[config.mk]
export PLATFORM = sky130hd
export DESIGN_NAME = rf_frame_crc8_manchester_encoder_top
export DESIGN_NICKNAME = d
export VERILOG_FILES = /design/src/hw/rtl/rfcm_pkg.sv /design/src/hw/rtl/rfcm_front.sv /design/src/hw/rtl/rfcm_cmd_queue.sv /design/src/hw/rtl/rfcm_back.sv /design/src/hw/rtl/rf_frame_crc8_manchester_encoder_top.sv
export SDC_FILE = /design/constraint.sdc
export NUM_CORES = 1
export LEC_CHECK = 0
export BUFFER_PORTS_ARGS = -buffer_cell sky130_fd_sc_hd__buf_2
export CORE_MARGIN = 5
export CORE_UTILIZATION = 38
export DETAILED_ROUTE_END_ITERATION = 10
export PLACE_DENSITY_LB_ADDON = 0.15
export SYNTH_ARGS = -nofsm -noshare
export SYNTH_HDL_FRONTEND = slang
export SYNTH_SLANG_ARGS = --single-unit
export TNS_END_PERCENT = 10
[constraint.sdc]
create_clock -name clk -period 4 [get_ports clk]
set_clock_uncertainty 0.15 [all_clocks]
set_input_delay 0.2 -clock clk [delete_from_list [all_inputs] [get_ports clk]]
set_output_delay 0.2 -clock clk [all_outputs]
set_load 0.03 [all_outputs]
[src/hw/rtl/rfcm_pkg.sv]
// Shared types, constants and functions for the CRC-8 Manchester frame encoder.
// Used by every module under hw/rtl; depends on nothing.
package rfcm_pkg;

    localparam int unsigned QUEUE_DEPTH_DEF = 4;
    localparam int unsigned CFG_INDEX_W     = 2;
    localparam int unsigned CFG_DATA_W      = 16;

    localparam logic [CFG_INDEX_W-1:0] REG_PREAMBLE_LEN = 2'd0;
    localparam logic [CFG_INDEX_W-1:0] REG_SYNC_WORD    = 2'd1;

    localparam logic [5:0]  PREAMBLE_LEN_RST = 6'd2;
    localparam logic [15:0] SYNC_WORD_RST    = 16'hA55A;
    localparam logic [5:0]  MAX_PREAMBLE     = 6'd32;
    localparam logic [7:0]  CRC_POLY         = 8'h07;
    localparam logic [7:0]  PREAMBLE_BYTE    = 8'h00;

    localparam logic [1:0] SEG_PREAMBLE = 2'd0;
    localparam logic [1:0] SEG_SYNC     = 2'd1;
    localparam logic [1:0] SEG_PAYLOAD  = 2'd2;
    localparam logic [1:0] SEG_CRC      = 2'd3;

    typedef struct packed {
        logic [7:0] data;
        logic       last;
        logic       start;
        logic [7:0] crc;
    } cmd_t;

    typedef enum logic [2:0] {
        PH_IDLE,
        PH_PRE,
        PH_SYNC_HI,
        PH_SYNC_LO,
        PH_DATA,
        PH_CRC
    } phase_t;

    function automatic logic [7:0] crc8_byte(input logic [7:0] crc_in, input logic [7:0] b);
        logic [7:0] c;
        c = crc_in ^ b;
        for (int j = 0; j < 8; j++) begin
            if (c[7])
            begin
                c = {c[6:0], 1'b0} ^ CRC_POLY;
            end
            else
            begin
                c = {c[6:0], 1'b0};
            end
        end
        return c;
    endfunction

    function automatic logic [15:0] manchester(input logic [7:0] b);
        logic [15:0] w;
        w = '0;
        for (int i = 0; i < 8; i++) begin
            w[2*i+1 -: 2] = b[i] ? 2'b01 : 2'b10;
        end
        return w;
    endfunction

endpackage

[src/hw/rtl/rfcm_front.sv]
// Front end: accepts payload items, tracks frame start and the running CRC-8.
// Depends on rfcm_pkg; feeds rfcm_cmd_queue.
module rfcm_front (
    input  logic          clk,
    input  logic          rst_n,
    input  logic          push,
    output logic          full,
    input  logic [7:0]    payload_byte,
    input  logic          last_of_payload,
    input  logic          q_full,
    output logic          q_push,
    output rfcm_pkg::cmd_t q_cmd
);
    import rfcm_pkg::*;

    logic       in_frame_reg, in_frame_next;
    logic [7:0] crc_reg, crc_next;
    logic [7:0] crc_upd;
    logic       start;

    assign full   = q_full;
    assign q_push = push && !q_full;
    assign start  = !in_frame_reg;

    always_comb
    begin
        crc_upd       = crc8_byte(start ? 8'h00 : crc_reg, payload_byte);
        in_frame_next = in_frame_reg;
        crc_next      = crc_reg;
        if (q_push)
        begin
            in_frame_next = !last_of_payload;
            crc_next      = last_of_payload ? 8'h00 : crc_upd;
        end
        q_cmd.data  = payload_byte;
        q_cmd.last  = last_of_payload;
        q_cmd.start = start;
        q_cmd.crc   = crc_upd;
    end

    always_ff @(posedge clk or negedge rst_n)
    begin
        if (!rst_n)
        begin
            in_frame_reg <= 1'b0;
            crc_reg      <= 8'h00;
        end
        else
        begin
            in_frame_reg <= in_frame_next;
            crc_reg      <= crc_next;
        end
    end

endmodule

[src/hw/rtl/rfcm_cmd_queue.sv]
// Short register queue of classified items between front and back end.
// Depends on rfcm_pkg for the item type.
module rfcm_cmd_queue #(
    parameter int unsigned DEPTH = rfcm_pkg::QUEUE_DEPTH_DEF
) (
    input  logic           clk,
    input  logic           rst_n,
    input  logic           wr_en,
    input  rfcm_pkg::cmd_t wr_cmd,
    output logic           q_full,
    input  logic           rd_en,
    output logic           rd_valid,
    output rfcm_pkg::cmd_t rd_cmd
);
    import rfcm_pkg::*;

    localparam int unsigned PW = (DEPTH > 1) ? $clog2(DEPTH) : 1;
    localparam int unsigned CW = $clog2(DEPTH + 1);

    cmd_t            mem_reg [DEPTH];
    logic [PW-1:0]   wptr_reg, wptr_next;
    logic [PW-1:0]   rptr_reg, rptr_next;
    logic [CW-1:0]   cnt_reg, cnt_next;
    logic            do_wr, do_rd;

    assign q_full   = (cnt_reg == CW'(DEPTH));
    assign rd_valid = (cnt_reg != '0);
    assign rd_cmd   = mem_reg[rptr_reg];
    assign do_wr    = wr_en && !q_full;
    assign do_rd    = rd_en && rd_valid;

    always_comb
    begin
        wptr_next = wptr_reg;
        rptr_next = rptr_reg;
        cnt_next  = cnt_reg;
        if (do_wr)
        begin
            wptr_next = (wptr_reg == PW'(DEPTH - 1)) ? '0 : wptr_reg + 1'b1;
        end
        if (do_rd)
        begin
            rptr_next = (rptr_reg == PW'(DEPTH - 1)) ? '0 : rptr_reg + 1'b1;
        end
        case ({do_wr, do_rd})
            2'b10:   cnt_next = cnt_reg + 1'b1;
            2'b01:   cnt_next = cnt_reg - 1'b1;
            default: cnt_next = cnt_reg;
        endcase
    end

    always_ff @(posedge clk)
    begin
        if (do_wr)
        begin
            mem_reg[wptr_reg] <= wr_cmd;
        end
    end

    always_ff @(posedge clk or negedge rst_n)
    begin
        if (!rst_n)
        begin
            wptr_reg <= '0;
            rptr_reg <= '0;
            cnt_reg  <= '0;
        end
        else
        begin
            wptr_reg <= wptr_next;
            rptr_reg <= rptr_next;
            cnt_reg  <= cnt_next;
        end
    end

endmodule

[src/hw/rtl/rfcm_back.sv]
// Back end: expands queued items into preamble, sync, payload and CRC words,
// Manchester codes them and holds the result in an output register. Uses rfcm_pkg.
module rfcm_back (
    input  logic           clk,
    input  logic           rst_n,
    input  logic           cmd_valid,
    input  rfcm_pkg::cmd_t cmd,
    output logic           cmd_pop,
    input  logic [5:0]     preamble_len,
    input  logic [15:0]    sync_word,
    output logic           empty,
    input  logic           pop,
    output logic [15:0]    encoded_word,
    output logic [1:0]     segment,
    output logic           end_of_frame
);
    import rfcm_pkg::*;

    phase_t      state_reg, state_next;
    phase_t      cur;
    logic [5:0]  cnt_reg, cnt_next;
    logic [5:0]  npre;
    logic        emit;
    logic [7:0]  sel_byte;
    logic [1:0]  sel_seg;
    logic        sel_eof;
    logic        ovalid_reg, ovalid_next;
    logic [15:0] oword_reg;
    logic [1:0]  oseg_reg;
    logic        oeof_reg;

    assign npre         = (preamble_len > MAX_PREAMBLE) ? MAX_PREAMBLE : preamble_len;
    assign emit         = cmd_valid && (!ovalid_reg || pop);
    assign empty        = !ovalid_reg;
    assign encoded_word = oword_reg;
    assign segment      = oseg_reg;
    assign end_of_frame = oeof_reg;

    always_comb
    begin
        if (state_reg != PH_IDLE)
        begin
            cur = state_reg;
        end
        else if (cmd.start)
        begin
            cur = (npre != 6'd0) ? PH_PRE : PH_SYNC_HI;
        end
        else
        begin
            cur = PH_DATA;
        end

        sel_byte   = cmd.data;
        sel_seg    = SEG_PAYLOAD;
        sel_eof    = 1'b0;
        state_next = state_reg;
        cnt_next   = cnt_reg;
        cmd_pop    = 1'b0;

        case (cur)
            PH_PRE:
            begin
                sel_byte = PREAMBLE_BYTE;
                sel_seg  = SEG_PREAMBLE;
                if (emit)
                begin
                    if (cnt_reg + 6'd1 == npre)
                    begin
                        state_next = PH_SYNC_HI;
                        cnt_next   = 6'd0;
                    end
                    else
                    begin
                        state_next = PH_PRE;
                        cnt_next   = cnt_reg + 6'd1;
                    end
                end
            end
            PH_SYNC_HI:
            begin
                sel_byte = sync_word[15:8];
                sel_seg  = SEG_SYNC;
                if (emit)
                begin
                    state_next = PH_SYNC_LO;
                end
            end
            PH_SYNC_LO:
            begin
                sel_byte = sync_word[7:0];
                sel_seg  = SEG_SYNC;
                if (emit)
                begin
                    state_next = PH_DATA;
                end
            end
            PH_DATA:
            begin
                if (emit)
                begin
                    if (cmd.last)
                    begin
                        state_next = PH_CRC;
                    end
                    else
                    begin
                        state_next = PH_IDLE;
                        cmd_pop    = 1'b1;
                    end
                end
            end
            PH_CRC:
            begin
                sel_byte = cmd.crc;
                sel_seg  = SEG_CRC;
                sel_eof  = 1'b1;
                if (emit)
                begin
                    state_next = PH_IDLE;
                    cmd_pop    = 1'b1;
                end
            end
            default:
            begin
                state_next = PH_IDLE;
            end
        endcase

        ovalid_next = ovalid_reg;
        if (emit)
        begin
            ovalid_next = 1'b1;
        end
        else if (pop)
        begin
            ovalid_next = 1'b0;
        end
    end

    always_ff @(posedge clk)
    begin
        if (emit)
        begin
            oword_reg <= manchester(sel_byte);
            oseg_reg  <= sel_seg;
            oeof_reg  <= sel_eof;
        end
    end

    always_ff @(posedge clk or negedge rst_n)
    begin
        if (!rst_n)
        begin
            state_reg  <= PH_IDLE;
            cnt_reg    <= 6'd0;
            ovalid_reg <= 1'b0;
        end
        else
        begin
            state_reg  <= state_next;
            cnt_reg    <= cnt_next;
            ovalid_reg <= ovalid_next;
        end
    end

endmodule

[src/hw/rtl/rf_frame_crc8_manchester_encoder_top.sv]
// Top level of the CRC-8 Manchester frame encoder: config registers, front end,
// item queue and back end. Depends on rfcm_pkg, rfcm_front, rfcm_cmd_queue, rfcm_back.
// An item's first word is held in the item queue and then the output register.
// One coded word per cycle while the output is not held; an item gives one word, plus
// a CRC word on the last byte and min(preamble_len, 32) + 2 on a frame's first byte.
// Reset clears frame state, queue and output register; config returns to 2 and 0xA55A.
module rf_frame_crc8_manchester_encoder_top #(
    parameter int unsigned QUEUE_DEPTH = rfcm_pkg::QUEUE_DEPTH_DEF
) (
    input  logic                                 clk,
    input  logic                                 rst_n,
    input  logic                                 push,
    output logic                                 full,
    input  logic [7:0]                           payload_byte,
    input  logic                                 last_of_payload,
    output logic                                 empty,
    input  logic                                 pop,
    output logic [15:0]                          encoded_word,
    output logic [1:0]                           segment,
    output logic                                 end_of_frame,
    input  logic                                 cfg_valid,
    output logic                                 cfg_ready,
    input  logic [rfcm_pkg::CFG_INDEX_W-1:0]     cfg_index,
    input  logic [rfcm_pkg::CFG_DATA_W-1:0]      cfg_data
);
    import rfcm_pkg::*;

    logic [5:0]  preamble_len_reg;
    logic [15:0] sync_word_reg;
    logic        q_full, q_push, q_valid, q_pop;
    cmd_t        q_wr_cmd, q_rd_cmd;

    assign cfg_ready = 1'b1;

    always_ff @(posedge clk or negedge rst_n)
    begin
        if (!rst_n)
        begin
            preamble_len_reg <= PREAMBLE_LEN_RST;
            sync_word_reg    <= SYNC_WORD_RST;
        end
        else if (cfg_valid && cfg_ready)
        begin
            case (cfg_index)
                REG_PREAMBLE_LEN: preamble_len_reg <= cfg_data[5:0];
                REG_SYNC_WORD:    sync_word_reg    <= cfg_data[15:0];
                default:          ;
            endcase
        end
    end

    rfcm_front u_front (
        .clk             (clk),
        .rst_n           (rst_n),
        .push            (push),
        .full            (full),
        .payload_byte    (payload_byte),
        .last_of_payload (last_of_payload),
        .q_full          (q_full),
        .q_push          (q_push),
        .q_cmd           (q_wr_cmd)
    );

    rfcm_cmd_queue #(
        .DEPTH (QUEUE_DEPTH)
    ) u_queue (
        .clk      (clk),
        .rst_n    (rst_n),
        .wr_en    (q_push),
        .wr_cmd   (q_wr_cmd),
        .q_full   (q_full),
        .rd_en    (q_pop),
        .rd_valid (q_valid),
        .rd_cmd   (q_rd_cmd)
    );

    rfcm_back u_back (
        .clk          (clk),
        .rst_n        (rst_n),
        .cmd_valid    (q_valid),
        .cmd          (q_rd_cmd),
        .cmd_pop      (q_pop),
        .preamble_len (preamble_len_reg),
        .sync_word    (sync_word_reg),
        .empty        (empty),
        .pop          (pop),
        .encoded_word (encoded_word),
        .segment      (segment),
        .end_of_frame (end_of_frame)
    );

endmodule
==> metrics.log <==
INFO  metric slowest_delay = 0.67 ns
INFO  metric ys_warnings = 0
INFO  metric reg2reg_setup_slack = 0.83 ns
INFO  metric final_hold_viol_count = 0
INFO  metric leakagePower = 2.90 nW
INFO  metric arrival = 3.36 ns
INFO  metric critical_path_source_type = flip-flop
INFO  metric grt_util_all_layers = 14.7%
INFO  metric number_of_flip_flops_in_the_largest_register = 72
INFO  metric timing.hold.worst_path_depth = 1
INFO  metric highest_clock_rate = 315 MHz
INFO  metric die-width = 140 µm
INFO  metric synth_area_per_cell = 14.8 µm²
INFO  metric synth.cell_area = 6430 µm²
INFO  metric period_minus_slack = 3.17 ns
INFO  metric cp_data_required_time = 4.18 ns
INFO  metric dr_total_vias = 3808
INFO  metric hold-worst-slack = 0.0451 ns
INFO  metric initial_utilization = 38.8%
INFO  metric cp_max_fo = 9
INFO  metric cts_made_buffers = 17
INFO  metric largest_net_degree_at_the_start_of_global_routing = 27
INFO  metric run_status = finished clean
INFO  metric grt_setup_unrepaired = false
INFO  metric r2r.worst_path.cells = 10
INFO  metric cts-root-to-sink-buffers = 2
INFO  metric grt_pass1_wl = 22200 µm
INFO  metric critical_path_top_delay_cell = sky130_fd_sc_hd__dfrtp_1
INFO  metric cts_num_sinks = 139
INFO  metric worstMarginPinSlew = 0.925 ns
INFO  metric postSynthRegisterBits = 139
INFO  metric avgViaCountPerCell = 5.06
INFO  metric min_path_type = input port to flip-flop
INFO  metric ioPinCount = 54
INFO  metric gp_congestion = 0.745
INFO  metric share_comb_of_total_power = 36.2%
INFO  metric synth-edff-count = 91
INFO  metric p_per_area = 809 nW/µm²
INFO  metric first_global_vias = 4071
INFO  metric drtPass1Iterations = 4
INFO  metric net-switching-power = 2.22 mW
INFO  metric cts_root_cell = sky130_fd_sc_hd__clkbuf_16
INFO  metric syn_to_final_growth = 20.4%
INFO  metric crit-reg2reg-launch = u_queue.rptr_reg[0]
INFO  metric io_buffers = 52
INFO  metric final_cells = 753
INFO  metric drv_slew = 0
INFO  metric worst_ir_drop_vdd = 0.372 mV
INFO  metric routed_wl = 13600 µm
INFO  metric min_period_over_period = 79.4%
INFO  metric maxCapViolations = 0
INFO  metric placementRows = 47
INFO  metric cts-htree-levels = 4
INFO  metric ys.flop_type = sky130_fd_sc_hd__edfxtp_1
INFO  metric fp.dieArea = 19600 µm²
INFO  metric ys_types = 65
INFO  metric core_area = 16600 µm²
INFO  metric number_of_nets_at_the_end_of_the_flow = 560
INFO  metric internal_power = 4.04 mW
INFO  metric drive_above_1_share = 29.8%
INFO  metric worst_path_cell_trace = mux4_2 -> o21ai_1 -> o2111ai_1 -> inv_1 -> ha_1 -> inv_1 -> fa_1 -> xor2_1 -> nor2_1 -> xor2_1
INFO  metric source_of_the_worst_hold_timing_path = payload_byte[2]
INFO  metric drt-initial-drc-count = 129
INFO  metric clkSlewWorstSetupHoldPaths = 0.06 ns
INFO  metric power.sequential.fraction = 40.0%
INFO  metric clkPwrFrac = 23.8%
INFO  metric antenna_found_initial = 0
INFO  metric remaining_drc_errors = 0
INFO  metric crit-reg2reg-capture = u_queue.cnt_reg[2]
INFO  metric die_y = 140 µm
INFO  metric timing.max_slew.rel_slack = 38.2%
INFO  metric antenna_cells = 0
INFO  metric worstSetupEndpointType = flip-flop
INFO  metric switching_share = 35.4%
INFO  metric post-cts-setup-buffers = 0
INFO  metric timing.final.setup_violations = 0
INFO  metric share_of_async_settable_or_async_resettable_flops_after_synthesis = 34.5%
INFO  metric detail_route_antenna_nets = 0
INFO  metric timing_worst_setup_path_type = flip-flop to flip-flop
INFO  metric hold_end = u_queue.mem_reg[1][12]
INFO  metric setup_total_negative_slack = 0 ns
INFO  metric detailed_place_hpwl = 9400 µm
INFO  metric synth_fp_nets = 474
INFO  metric post-place-cells = 695
INFO  metric wl_per_cell = 18.1 µm
INFO  metric clk_latency = 0.42 ns
INFO  metric grt.overflow.total = 0
INFO  metric netlist_instances = 434
INFO  metric tritoncts = yes
INFO  metric synth.yosys.seq_area_share = 61.4%
[cell usage after synthesis, drive strengths merged, types with 9 or more instances]
library cell / instances / area (µm²)
a22o: 15 / 131
a31oi: 9 / 56.3
mux2: 26 / 293
buf: 12 / 82.6
nand2: 27 / 101
inv: 16 / 60.1
mux4: 18 / 405
xnor2: 28 / 260
dfstp: 9 / 236
nor2: 23 / 91.3
dfrtp: 39 / 976
edfxtp: 91 / 2730
xor2: 15 / 131
[how the worst max path moves through the flow]
stage                        startpoint                  to  slack [ns]  cells past startpoint
CTS                 u_queue.rptr_reg[0]  u_queue.cnt_reg[2]        0.74                     10
detailed placement  u_queue.rptr_reg[0]  u_queue.cnt_reg[2]        0.74                     10
finish              u_queue.rptr_reg[0]  u_queue.cnt_reg[2]        0.83                     10
global route        u_queue.rptr_reg[0]  u_queue.cnt_reg[2]        0.57                     10
global placement    u_queue.rptr_reg[0]  u_queue.cnt_reg[2]        0.87                     10
floorplan            u_queue.cnt_reg[0]  u_queue.cnt_reg[2]        0.90                     10
[cells by family (layout without fill, tap and decap cells)]
| group | count (synthesis) | count (layout) | synth area share (%) |
|---|---|---|---|
| AO/OA/AOI/OAI | 72 | 72 | 9.30 |
| XOR/XNOR | 43 | 43 | 6.09 |
| adder cells (fa/ha/maj) | 8 | 8 | 1.67 |
| buffers and inverters | 36 | 135 | 2.69 |
| flip-flops | 139 | 139 | 61.4 |
| multiplexers | 49 | 49 | 11.6 |
| other | 1 | 1 | 0.0583 |
| AND/OR/NAND/NOR | 86 | 86 | 7.16 |
[critical path, delay by kind of cell (launching register included)]
family / cells / cell delay [ns]
compound gates: 2 / 0.41
simple gates: 1 / 0.12
xor+xnor: 2 / 0.32
mux: 1 / 0.65
flops: 1 / 0.67
buf+inv: 2 / 0.21
fa+ha+maj: 2 / 0.56
[layout make-up]
type	instances	area (µm²)
tap	220	275
sequential	139	3950
multi-input combinational	259	2310
timing repair buffer	87	588
clock inverter	14	129
clock buffer	18	429
fill	1474	8850
inverter	16	60.1
[cell usage in the layout, fill, tap and decap left out, types with 6 or more instances in the layout]
cell	Yosys	final
sky130_fd_sc_hd__nor3_1	8	8
sky130_fd_sc_hd__a31oi_1	9	9
sky130_fd_sc_hd__xor2_1	15	15
sky130_fd_sc_hd__dfstp_2	9	9
sky130_fd_sc_hd__clkinv_1	0	6
sky130_fd_sc_hd__nand2_1	27	27
sky130_fd_sc_hd__clkbuf_16	0	17
sky130_fd_sc_hd__mux4_2	18	18
sky130_fd_sc_hd__inv_1	15	15
sky130_fd_sc_hd__xnor2_1	26	26
sky130_fd_sc_hd__buf_4	2	9
sky130_fd_sc_hd__mux2_2	26	26
sky130_fd_sc_hd__nor2_1	21	21
sky130_fd_sc_hd__edfxtp_1	91	91
sky130_fd_sc_hd__ha_1	7	7
sky130_fd_sc_hd__dlygate4sd3_1	0	26
sky130_fd_sc_hd__a31o_1	8	8
sky130_fd_sc_hd__dfrtp_1	39	39
sky130_fd_sc_hd__buf_2	6	52
sky130_fd_sc_hd__a22o_1	15	15
[routing by layer]
metal  part of all wire [%]  track usage [%]  wire (µm)  up-vias
li1                       -                -          -     1813
met1                     47             19.7       6340     1919
met2                     49             23.2       6660       63
met3                    3.0             3.72        411       13
met4                    1.4             5.51        187        0
met5                      0                0          0        -
[power by group through the flow]
stage	registers [mW]	logic, mW	clock network, mW
after floorplan	2.57	1.64	0
after global placement	2.53	2.22	0
after detailed placement	2.54	2.27	0
after CTS	2.52	2.30	1.53
after global routing	2.57	2.50	1.59
final	2.50	2.27	1.49
[metrics by stage]
| step | util, % | setup slack (ns) | total power [mW] | area [µm²] |
|---|---|---|---|---|
| CTS | 46.7 | 0.740 | 6.34 | 7740 |
| global placement | 41.7 | 0.869 | 4.74 | 6920 |
| floorplan | - | 0.899 | 4.20 | 6430 |
| detailed placement | 41.7 | 0.744 | 4.81 | 6920 |
| finish | 46.7 | 0.825 | 6.26 | 7740 |
| global route | 46.7 | 0.570 | 6.66 | 7740 |
[repair_timing]
| action | CTS | global route |
|---|---|---|
| endpoints found under the hold margin | 74 | 0 |
| resized for setup | 0 | 0 |
| hold buffers | 26 | 0 |
Note: power is estimated with default switching activity, not from simulation.
